### config.mk
export PLATFORM = sky130hd
export DESIGN_NAME = timed_step_sequencer
export DESIGN_NICKNAME = d
export VERILOG_FILES = /design/src/design/tss_pkg.sv /design/src/design/tss_ctrl.sv /design/src/design/tss_datapath.sv /design/src/design/timed_step_sequencer.sv
export VERILOG_INCLUDE_DIRS = /design/src /design/src/design
export SDC_FILE = /design/constraint.sdc
export NUM_CORES = 1
export LEC_CHECK = 0
export BUFFER_PORTS_ARGS = -buffer_cell sky130_fd_sc_hd__buf_2
export CAP_MARGIN = 20
export CORE_UTILIZATION = 39
export CTS_CLUSTER_DIAMETER = 80
export DETAILED_ROUTE_END_ITERATION = 6
export PLACE_DENSITY = 0.54
export SYNTH_ARGS = -nofsm -noshare
export SYNTH_HDL_FRONTEND = slang
export SYNTH_SLANG_ARGS = --single-unit
### constraint.sdc
create_clock -name clk_i -period 5.6 [get_ports clk_i]
set_clock_uncertainty 0.2 [all_clocks]
set_input_delay 0.28 -clock clk_i [delete_from_list [all_inputs] [get_ports clk_i]]
set_output_delay 0.28 -clock clk_i [all_outputs]
set_load 0.01 [all_outputs]
### src/design/timed_step_sequencer_assert.svh
// ----------------------------------------------------------------------------
// Assertion macros for the timed step sequencer.
// ----------------------------------------------------------------------------
`ifndef TIMED_STEP_SEQUENCER_ASSERT_SVH
`define TIMED_STEP_SEQUENCER_ASSERT_SVH

// Same-cycle implication, off during reset.
`define TSS_ASSERT_NOW(label, clk, rst_n, ante, cons) \
  label: assert property (@(posedge clk) disable iff (!(rst_n)) (ante) |-> (cons)) \
    else $error("timed step sequencer: same-cycle check failed");

// Next-cycle implication, off during reset.
`define TSS_ASSERT_NEXT(label, clk, rst_n, ante, cons) \
  label: assert property (@(posedge clk) disable iff (!(rst_n)) (ante) |=> (cons)) \
    else $error("timed step sequencer: next-cycle check failed");

`endif

### src/design/tss_pkg.sv
// ----------------------------------------------------------------------------
// tss_pkg
// Types, codes and constants shared by the timed step sequencer modules.
// ----------------------------------------------------------------------------
`timescale 1ns / 1ps
`default_nettype none

package tss_pkg;

  localparam int unsigned MAX_STEPS   = 16;
  localparam int unsigned RESULT_CAP  = 64;
  localparam int unsigned COUNT_W     = $clog2(RESULT_CAP + 1);
  localparam int unsigned STEP_CNT_W  = 5;
  localparam logic [7:0]  TARGET_MARK = 8'hFF;
  localparam logic [7:0]  LOOP_FOREVER = 8'hFF;

  typedef enum logic [2:0] {
    OP_TICK   = 3'd0,
    OP_LOAD   = 3'd1,
    OP_PLAY   = 3'd2,
    OP_STOP   = 3'd3,
    OP_TARGET = 3'd4
  } op_e;

  typedef enum logic [2:0] {
    ST_IDLE,
    ST_DISPATCH,
    ST_READ,
    ST_EVAL,
    ST_ADVANCE
  } state_e;

  typedef enum logic {
    PH_CHECK,
    PH_ENTER
  } phase_e;

  typedef enum logic [1:0] {
    EMIT_STATUS,
    EMIT_SLOT,
    EMIT_TARGET
  } emit_e;

  typedef struct packed {
    logic [2:0]            operation;
    logic [31:0]           now_ms;
    logic [3:0]            step_index;
    logic [7:0]            step_pattern;
    logic [15:0]           step_trans_ms;
    logic [15:0]           step_hold_ms;
    logic [STEP_CNT_W-1:0] play_len;
    logic [7:0]            loop_limit;
    logic [7:0]            target_pattern;
  } item_t;

  typedef struct packed {
    logic       pattern_valid;
    logic [7:0] pattern;
    logic       playing;
    logic       last;
  } result_t;

  typedef struct packed {
    logic [7:0]  pat;
    logic [15:0] trans;
    logic [15:0] hold;
  } step_t;

  // Commands from the controller to the datapath.
  typedef struct packed {
    logic  capture;
    logic  store_wr;
    logic  play_setup;
    logic  stop;
    logic  set_target;
    logic  rd;
    logic  enter;
    logic  advance;
    logic  emit;
    emit_e emit_kind;
    logic  last;
  } cmd_t;

  // Status from the datapath to the controller.
  typedef struct packed {
    logic [2:0] op;
    logic       running;
    logic       play_ok;
    logic       slot_zero;
    logic       slot_due;
    logic       wrap;
    logic       pass_more;
    logic       cap_hit;
  } status_t;

endpackage

`default_nettype wire

### src/design/tss_ctrl.sv
// ----------------------------------------------------------------------------
// tss_ctrl
// Controller state machine: decodes an item and walks the step chain.
// ----------------------------------------------------------------------------
`timescale 1ns / 1ps
`default_nettype none

module tss_ctrl
  import tss_pkg::*;
(
  input  logic    clk_i,
  input  logic    rst_ni,
  input  logic    start_i,
  input  status_t status_i,
  output cmd_t    cmd_o,
  output logic    busy_o
);

  state_e state_q, state_d;
  phase_e phase_q, phase_d;

  always_ff @(posedge clk_i or negedge rst_ni) begin
    if (!rst_ni) begin
      state_q <= ST_IDLE;
      phase_q <= PH_CHECK;
    end else begin
      state_q <= state_d;
      phase_q <= phase_d;
    end
  end

  always_comb begin
    state_d = state_q;
    phase_d = phase_q;
    cmd_o   = '0;
    busy_o  = (state_q != ST_IDLE);

    unique case (state_q)
      ST_IDLE: begin
        if (start_i) begin
          cmd_o.capture = 1'b1;
          state_d       = ST_DISPATCH;
        end
      end

      ST_DISPATCH: begin
        state_d = ST_IDLE;
        unique case (status_i.op)
          OP_TICK: begin
            if (status_i.running) begin
              phase_d = PH_CHECK;
              state_d = ST_READ;
            end else begin
              cmd_o.emit = 1'b1;
              cmd_o.last = 1'b1;
            end
          end
          OP_LOAD: begin
            cmd_o.store_wr = 1'b1;
            cmd_o.emit     = 1'b1;
            cmd_o.last     = 1'b1;
          end
          OP_PLAY: begin
            if (status_i.play_ok) begin
              cmd_o.play_setup = 1'b1;
              phase_d          = PH_ENTER;
              state_d          = ST_READ;
            end else begin
              cmd_o.emit = 1'b1;
              cmd_o.last = 1'b1;
            end
          end
          OP_STOP: begin
            cmd_o.stop = 1'b1;
            cmd_o.emit = 1'b1;
            cmd_o.last = 1'b1;
          end
          OP_TARGET: begin
            cmd_o.set_target = 1'b1;
            cmd_o.emit       = 1'b1;
            cmd_o.emit_kind  = EMIT_TARGET;
            cmd_o.last       = 1'b1;
          end
          default: begin
            cmd_o.emit = 1'b1;
            cmd_o.last = 1'b1;
          end
        endcase
      end

      ST_READ: begin
        cmd_o.rd = 1'b1;
        state_d  = ST_EVAL;
      end

      ST_EVAL: begin
        if (phase_q == PH_ENTER) begin
          // The chain goes on only through a zero-length step below the result cap.
          cmd_o.enter     = 1'b1;
          cmd_o.emit      = 1'b1;
          cmd_o.emit_kind = EMIT_SLOT;
          if (status_i.slot_zero && !status_i.cap_hit) begin
            state_d = ST_ADVANCE;
          end else begin
            cmd_o.last = 1'b1;
            state_d    = ST_IDLE;
          end
        end else if (status_i.slot_zero || status_i.slot_due) begin
          state_d = ST_ADVANCE;
        end else begin
          cmd_o.emit = 1'b1;
          cmd_o.last = 1'b1;
          state_d    = ST_IDLE;
        end
      end

      ST_ADVANCE: begin
        cmd_o.advance = 1'b1;
        if (status_i.wrap && !status_i.pass_more) begin
          cmd_o.emit = 1'b1;
          cmd_o.last = 1'b1;
          state_d    = ST_IDLE;
        end else begin
          phase_d = PH_ENTER;
          state_d = ST_READ;
        end
      end

      default: begin
        state_d = ST_IDLE;
      end
    endcase
  end

endmodule

`default_nettype wire

### src/design/tss_datapath.sv
// ----------------------------------------------------------------------------
// tss_datapath
// Step store, play state, elapsed-time compare and the result register.
// ----------------------------------------------------------------------------
`timescale 1ns / 1ps
`default_nettype none

module tss_datapath
  import tss_pkg::*;
#(
  parameter int unsigned MaxSteps = MAX_STEPS
) (
  input  logic    clk_i,
  input  logic    rst_ni,
  input  item_t   item_i,
  input  cmd_t    cmd_i,
  output status_t status_o,
  output logic    valid_o,
  output result_t result_o
);

  // Slots above 15 cannot be addressed by a load, so the store stops there.
  localparam int unsigned StoreDepth = (MaxSteps < 16) ? MaxSteps : 16;
  localparam int unsigned AddrW      = (StoreDepth > 1) ? $clog2(StoreDepth) : 1;

  step_t mem [StoreDepth];
  step_t rdata_q;

  item_t                 item_q;
  logic [STEP_CNT_W-1:0] active_count_q;
  logic [7:0]            pass_limit_q;
  logic [7:0]            passes_done_q;
  logic [STEP_CNT_W-1:0] cur_step_q;
  logic [31:0]           start_ms_q;
  logic [31:0]           elapsed_q;
  logic [7:0]            target_q;
  logic                  running_q, running_d;
  logic [COUNT_W-1:0]    n_q;
  logic                  valid_q;
  result_t               result_q, result_d;

  logic                  load_ok;
  logic [16:0]           total;
  logic [STEP_CNT_W:0]   cur_inc;
  logic [7:0]            pass_inc;
  logic                  wrap;
  logic                  pass_more;
  logic [7:0]            slot_pat;

  assign load_ok   = (32'(item_q.step_index) < MaxSteps);
  assign total     = {1'b0, rdata_q.trans} + {1'b0, rdata_q.hold};
  assign cur_inc   = {1'b0, cur_step_q} + {{STEP_CNT_W{1'b0}}, 1'b1};
  assign pass_inc  = passes_done_q + 8'd1;
  assign wrap      = (cur_inc >= {1'b0, active_count_q});
  assign pass_more = (pass_limit_q == LOOP_FOREVER) || (pass_inc < pass_limit_q);
  assign slot_pat  = (rdata_q.pat == TARGET_MARK) ? target_q : rdata_q.pat;

  always_comb begin
    status_o.op        = item_q.operation;
    status_o.running   = running_q;
    status_o.play_ok   = (item_q.play_len != '0) && (32'(item_q.play_len) <= MaxSteps);
    status_o.slot_zero = (total == 17'd0);
    status_o.slot_due  = (elapsed_q >= 32'(total));
    status_o.wrap      = wrap;
    status_o.pass_more = pass_more;
    status_o.cap_hit   = (n_q >= COUNT_W'(RESULT_CAP - 1));
  end

  always_comb begin
    running_d = running_q;
    if (cmd_i.play_setup) begin
      running_d = 1'b1;
    end
    if (cmd_i.stop || cmd_i.set_target) begin
      running_d = 1'b0;
    end
    if (cmd_i.advance && wrap && !pass_more) begin
      running_d = 1'b0;
    end
  end

  always_comb begin
    result_d.pattern_valid = (cmd_i.emit_kind != EMIT_STATUS);
    unique case (cmd_i.emit_kind)
      EMIT_SLOT:   result_d.pattern = slot_pat;
      EMIT_TARGET: result_d.pattern = item_q.target_pattern;
      default:     result_d.pattern = 8'd0;
    endcase
    result_d.playing = running_d;
    result_d.last    = cmd_i.last;
  end

  // Step store: one write port, one registered read port.
  always_ff @(posedge clk_i) begin
    if (cmd_i.store_wr && load_ok) begin
      mem[item_q.step_index[AddrW-1:0]] <= '{pat:   item_q.step_pattern,
                                             trans: item_q.step_trans_ms,
                                             hold:  item_q.step_hold_ms};
    end
    if (cmd_i.rd) begin
      rdata_q <= mem[cur_step_q[AddrW-1:0]];
    end
  end

  always_ff @(posedge clk_i) begin
    if (cmd_i.capture) begin
      item_q <= item_i;
    end
    if (cmd_i.rd) begin
      elapsed_q <= item_q.now_ms - start_ms_q;
    end
    if (cmd_i.emit) begin
      result_q <= result_d;
    end
  end

  always_ff @(posedge clk_i or negedge rst_ni) begin
    if (!rst_ni) begin
      active_count_q <= '0;
      pass_limit_q   <= '0;
      passes_done_q  <= '0;
      cur_step_q     <= '0;
      start_ms_q     <= '0;
      target_q       <= '0;
      running_q      <= 1'b0;
      n_q            <= '0;
      valid_q        <= 1'b0;
    end else begin
      running_q <= running_d;
      valid_q   <= cmd_i.emit;
      if (cmd_i.capture) begin
        n_q <= '0;
      end else if (cmd_i.emit) begin
        n_q <= n_q + COUNT_W'(1);
      end
      if (cmd_i.play_setup) begin
        active_count_q <= item_q.play_len;
        pass_limit_q   <= item_q.loop_limit;
        passes_done_q  <= '0;
        cur_step_q     <= '0;
      end
      if (cmd_i.set_target) begin
        target_q <= item_q.target_pattern;
      end
      if (cmd_i.enter) begin
        start_ms_q <= item_q.now_ms;
      end
      if (cmd_i.advance) begin
        if (wrap) begin
          passes_done_q <= pass_inc;
          cur_step_q    <= '0;
        end else begin
          cur_step_q <= cur_inc[STEP_CNT_W-1:0];
        end
      end
    end
  end

  assign valid_o  = valid_q;
  assign result_o = result_q;

endmodule

`default_nettype wire

### src/design/timed_step_sequencer.sv
// ----------------------------------------------------------------------------
// timed_step_sequencer
// Plays a stored list of timed pattern steps with pass counting.
// ----------------------------------------------------------------------------
//   Channel   Signals                 Transfer
//   item      start, busy, item_i     taken at a clock edge with start high, busy low
//   result    valid_o, result_o       held for one cycle, taken at the edge ending it
//
// Load, stop, set target, rejected and unknown items: the single result is issued in
// dispatch. A tick that does not advance and the first pattern of a play pass store
// read and evaluate; a tick that advances goes on through advance, store read and
// enter. Each further step of a chain passes advance, store read and enter, due to the
// step store's single registered read port. The next item can be taken at the edge
// that takes the last result. The step store is not cleared by reset.
`timescale 1ns / 1ps
`default_nettype none

`include "timed_step_sequencer_assert.svh"

module timed_step_sequencer
  import tss_pkg::*;
#(
  parameter int unsigned MaxSteps = MAX_STEPS
) (
  input  logic    clk_i,
  input  logic    rst_ni,
  input  logic    start,
  input  item_t   item_i,
  output logic    busy,
  output logic    valid_o,
  output result_t result_o
);

  cmd_t    cmd;
  status_t status;

  tss_ctrl u_ctrl (
    .clk_i    (clk_i),
    .rst_ni   (rst_ni),
    .start_i  (start),
    .status_i (status),
    .cmd_o    (cmd),
    .busy_o   (busy)
  );

  tss_datapath #(
    .MaxSteps (MaxSteps)
  ) u_datapath (
    .clk_i    (clk_i),
    .rst_ni   (rst_ni),
    .item_i   (item_i),
    .cmd_i    (cmd),
    .status_o (status),
    .valid_o  (valid_o),
    .result_o (result_o)
  );

  // A result never appears in the cycle after the block sat idle.
  `TSS_ASSERT_NEXT(a_no_result_after_idle, clk_i, rst_ni, !busy, !valid_o)
  // The last result of an item frees the block; earlier ones keep it busy.
  `TSS_ASSERT_NOW(a_last_frees, clk_i, rst_ni, valid_o, (result_o.last == !busy))
  // A status result carries pattern zero.
  `TSS_ASSERT_NOW(a_status_zero, clk_i, rst_ni, valid_o && !result_o.pattern_valid,
                  result_o.pattern == 8'd0)

endmodule

`default_nettype wire
==> reports/metrics.cfg <==
[outcome]
status=finished, final reports clean

[floorplan]
num_rows=112
dieHeight_um=309
die_area_um2=95400
start_util=0.394
chipWidth_um=309
core-area_um2=93300
io_pins=116

[global_routing]
grt_pass1_vias=20300
grt_max_degree=126
grt_first_pass_wirelength_um=127000
gr-total-overflow=0
grt_use_total=0.180
antenna_found_initial=6

[routing]
detail-route-antenna-nets=0
firstDrtPassIters=5
routed_via_density=5.24
wl_um=85600
dr.first_iter.drc_count=1328
vias=19900
avgRoutedWirePerCell_um=22.5
route.detailed.drc=0

[flow_run]
maxCapViolations=0

[sta]
hold_viol_final=0
setup-violations-final=0
tightest_slew_ns=1.11
timing.final.ws_setup_ns=0.845
period_needed_ns=4.76
drv_slew=0
setup_tns_ns=0
clock.fmax_ghz=0.210
slew_headroom=0.259
fin_crit_sh=0.849
rsz0062_at_grt=false

[finish]
final_common_cell=edfxtp_1
final_cells=3800
drive_above_1_share=0.190
final_cell_mix=edfxtp_1 (823), o21ai_0 (149), nand2_1 (145)
area_delta_synth_final_pct=18.2
nets=2650

[clock_tree]
clkTransAtPathRegs_ns=0.06
cts_max_path_buffers=3
cts_resized=0
clkSinkCount=902
cts_made_buffers=97
cts_tree=yes
clkLatencyLatePin_ns=0.67
cts_root_buf=clkbuf_16
htree_levels=3

[power_and_ir_drop]
p_leak_uw=0.0148
ir_drop_uv=279
p_per_area_nw_per_um2=455

[placed_design]
dp_cells=3514
place_hpwl_um=49000
port_buffers=115
dp_slack_ns=0.756
place.gp.congestion=0.812

[worst_setup_path]
slowest_delay_ns=0.52
critical_path_class=reg2reg
crit_required_ns=5.99
critPathArrivalTime_ns=5.14
crit_buf_inv=1
slowest_stage=a21oi_4
worst_setup_path_start_kind=register
cp-end-kind=register
reg2reg_setup_slack_ns=0.84
worstPathMaxFanout=20
crit_chain=ha_1 -> inv_1 -> fa_1 -> nor2b_1 -> o31a_1 -> o21ai_1 -> a21oi_1 -> nand3_1 -> and2_1 -> ha_1 -> nor4_1 -> nand4_1 -> a21oi_1 -> o211ai_1 -> a21o_2 -> a31o_2 -> a21oi_4 -> and4_4 -> mux2i_1
cp_top_family=compound AO/OA/AOI/OAI gates

[yosys]
synth_edf_count=823
yosys_warnings=0
synthesis.nets=2373
syn_avg_cell_area_um2=16.8
synthTopCellsByArea=edfxtp_1 (67%), dfrtp_1 (5.4%), mux4_2 (4.9%), mux2i_1 (3.5%), ha_1 (2.8%)
mappedNetlistArea_um2=36700
async_flop_share=0.0876
postSynthCellCount=2186
synth_seq_area_share=0.727
synth_top_area_frac=0.673
synth_top_cell_by_area=edfxtp_1
ys_seq_elements=902
synth_cell_types=81
ys.flop_type=edfxtp_1

[min_path]
hold_class=in2reg

per-stage QoR:
stage / utilization / cell area (um2) / hold slack (ns) / power, uW
CTS: 0.465 / 43400 / 0.0722 / 19900
floorplan: - / 36700 / -0.216 / 12000
global placement: 0.418 / 39100 / -0.0555 / 13200
detailed placement: 0.418 / 39100 / -0.0584 / 13200
finish: 0.465 / 43400 / 0.112 / 19700
global route: 0.465 / 43400 / 0.100 / 20700
state kept, by name (all words and copies together), names as in the netlist:
signal / cells
u_ctrl.state_q: 3
u_datapath.cur_step_q: 5
u_datapath.start_ms_q: 32
u_datapath.rdata_q: 40
u_datapath.valid_o: 1
u_ctrl.phase_q: 1
u_datapath.active_count_q: 5
u_datapath.passes_done_q: 8
u_datapath.result_o: 11
u_datapath.item_q: 97
u_datapath.mem: 640
u_datapath.elapsed_q: 32
u_datapath.status_o: 3
u_datapath.running_q: 1
u_datapath.pass_limit_q: 8
u_datapath.n_q: 7
u_datapath.target_q: 8
cells by family (layout without fill, tap and decap cells):
| kind of cell | after synthesis | count (layout) | share of synthesized area |
|---|---|---|---|
| flops | 902 | 902 | 0.727 |
| compound gates | 430 | 430 | 0.0748 |
| simple gates | 314 | 314 | 0.0415 |
| mux | 262 | 262 | 0.100 |
| buf+inv | 147 | 506 | 0.0154 |
| fa+ha+maj | 84 | 84 | 0.0290 |
| xor+xnor | 47 | 47 | 0.0122 |
| other cells | 0 | 1 | 0 |
metal layers:
metal,vias up,track usage,share of wire
met5,-,0,0.00030
met2,447,0.305,0.49
li1,9196,-,-
met1,10100,0.239,0.44
met4,4,0.0584,0.024
met3,131,0.0277,0.044
worst reg2reg max path, cell delays in order, from the launching register on:
cell and delay [ns]:
edfxtp_1 0.33, ha_1 0.20, inv_1 0.07, fa_1 0.40
nor2b_1 0.17, o31a_1 0.26, o21ai_1 0.16, a21oi_1 0.32
nand3_1 0.11, and2_1 0.17, ha_1 0.17, nor4_1 0.22
nand4_1 0.17, a21oi_1 0.17, o211ai_1 0.10, a21o_2 0.21
a31o_2 0.27, a21oi_4 0.52, and4_4 0.32, mux2i_1 0.17
power by group:
| part | internal (uW) | switching [uW] | total (uW) |
|---|---|---|---|
| combinational | 1790 | 2400 | 4180 |
| sequential | 8430 | 541 | 8970 |
| clock | 3930 | 2650 | 6580 |
| total | 14200 | 5590 | 19700 |
what timing repair did:
item,4_1_cts,5_1_grt
hold buffers,103,0
buffers inserted,0,0
hold endpoints to repair,180,0
path summary, 6_finish.rpt:
| kind | cells past startpoint | end | start |
|---|---|---|---|
| max reg2reg | 19 | u_datapath.n_q[4]$_DFFE_PN0P_ | u_datapath.rdata_q[16]$_DFFE_PP_ |
| max | 19 | u_datapath.n_q[4]$_DFFE_PN0P_ | u_datapath.rdata_q[16]$_DFFE_PP_ |
| min in group asynchronous | 3 | u_datapath.passes_done_q[5]$_DFF_PN0_ | rst_ni |
| min reg2reg | 1 | u_datapath.pass_limit_q[1]$_DFFE_PN0P_ | u_datapath.item_q[9]$_DFFE_PP_ |
| min | 2 | u_datapath.item_q[40]$_DFFE_PP_ | item_i[40] |
| max in group asynchronous | 3 | u_datapath.active_count_q[4]$_DFFE_PN0P_ | rst_ni |
cell usage after synthesis, drive strengths merged, types with 13 or more instances:
| cell | instances |
|---|---|
| nand3 | 21 |
| xnor2 | 24 |
| nor2 | 46 |
| mux2 | 54 |
| a21o | 23 |
| a221oi | 40 |
| o21ai | 152 |
| xor2 | 23 |
| a21oi | 91 |
| clkbuf | 55 |
| a22oi | 41 |
| o21a | 14 |
| inv | 68 |
| nand2 | 147 |
| mux2i | 128 |
| edfxtp | 823 |
| mux4 | 80 |
| nand4 | 13 |
| buf | 23 |
| dfrtp | 79 |
| ha | 82 |
area by class of cell:
cell class / count / area (um2)
fill: 8025 / 49900
sequential: 902 / 26700
multi-input combinational: 1137 / 9600
clock buffer: 119 / 2530
timing repair buffer: 256 / 1960
tap: 1254 / 1570
clock inverter: 62 / 771
inverter: 69 / 262
antenna: 1 / 2.50
Note: power is estimated with default switching activity, not from simulation.
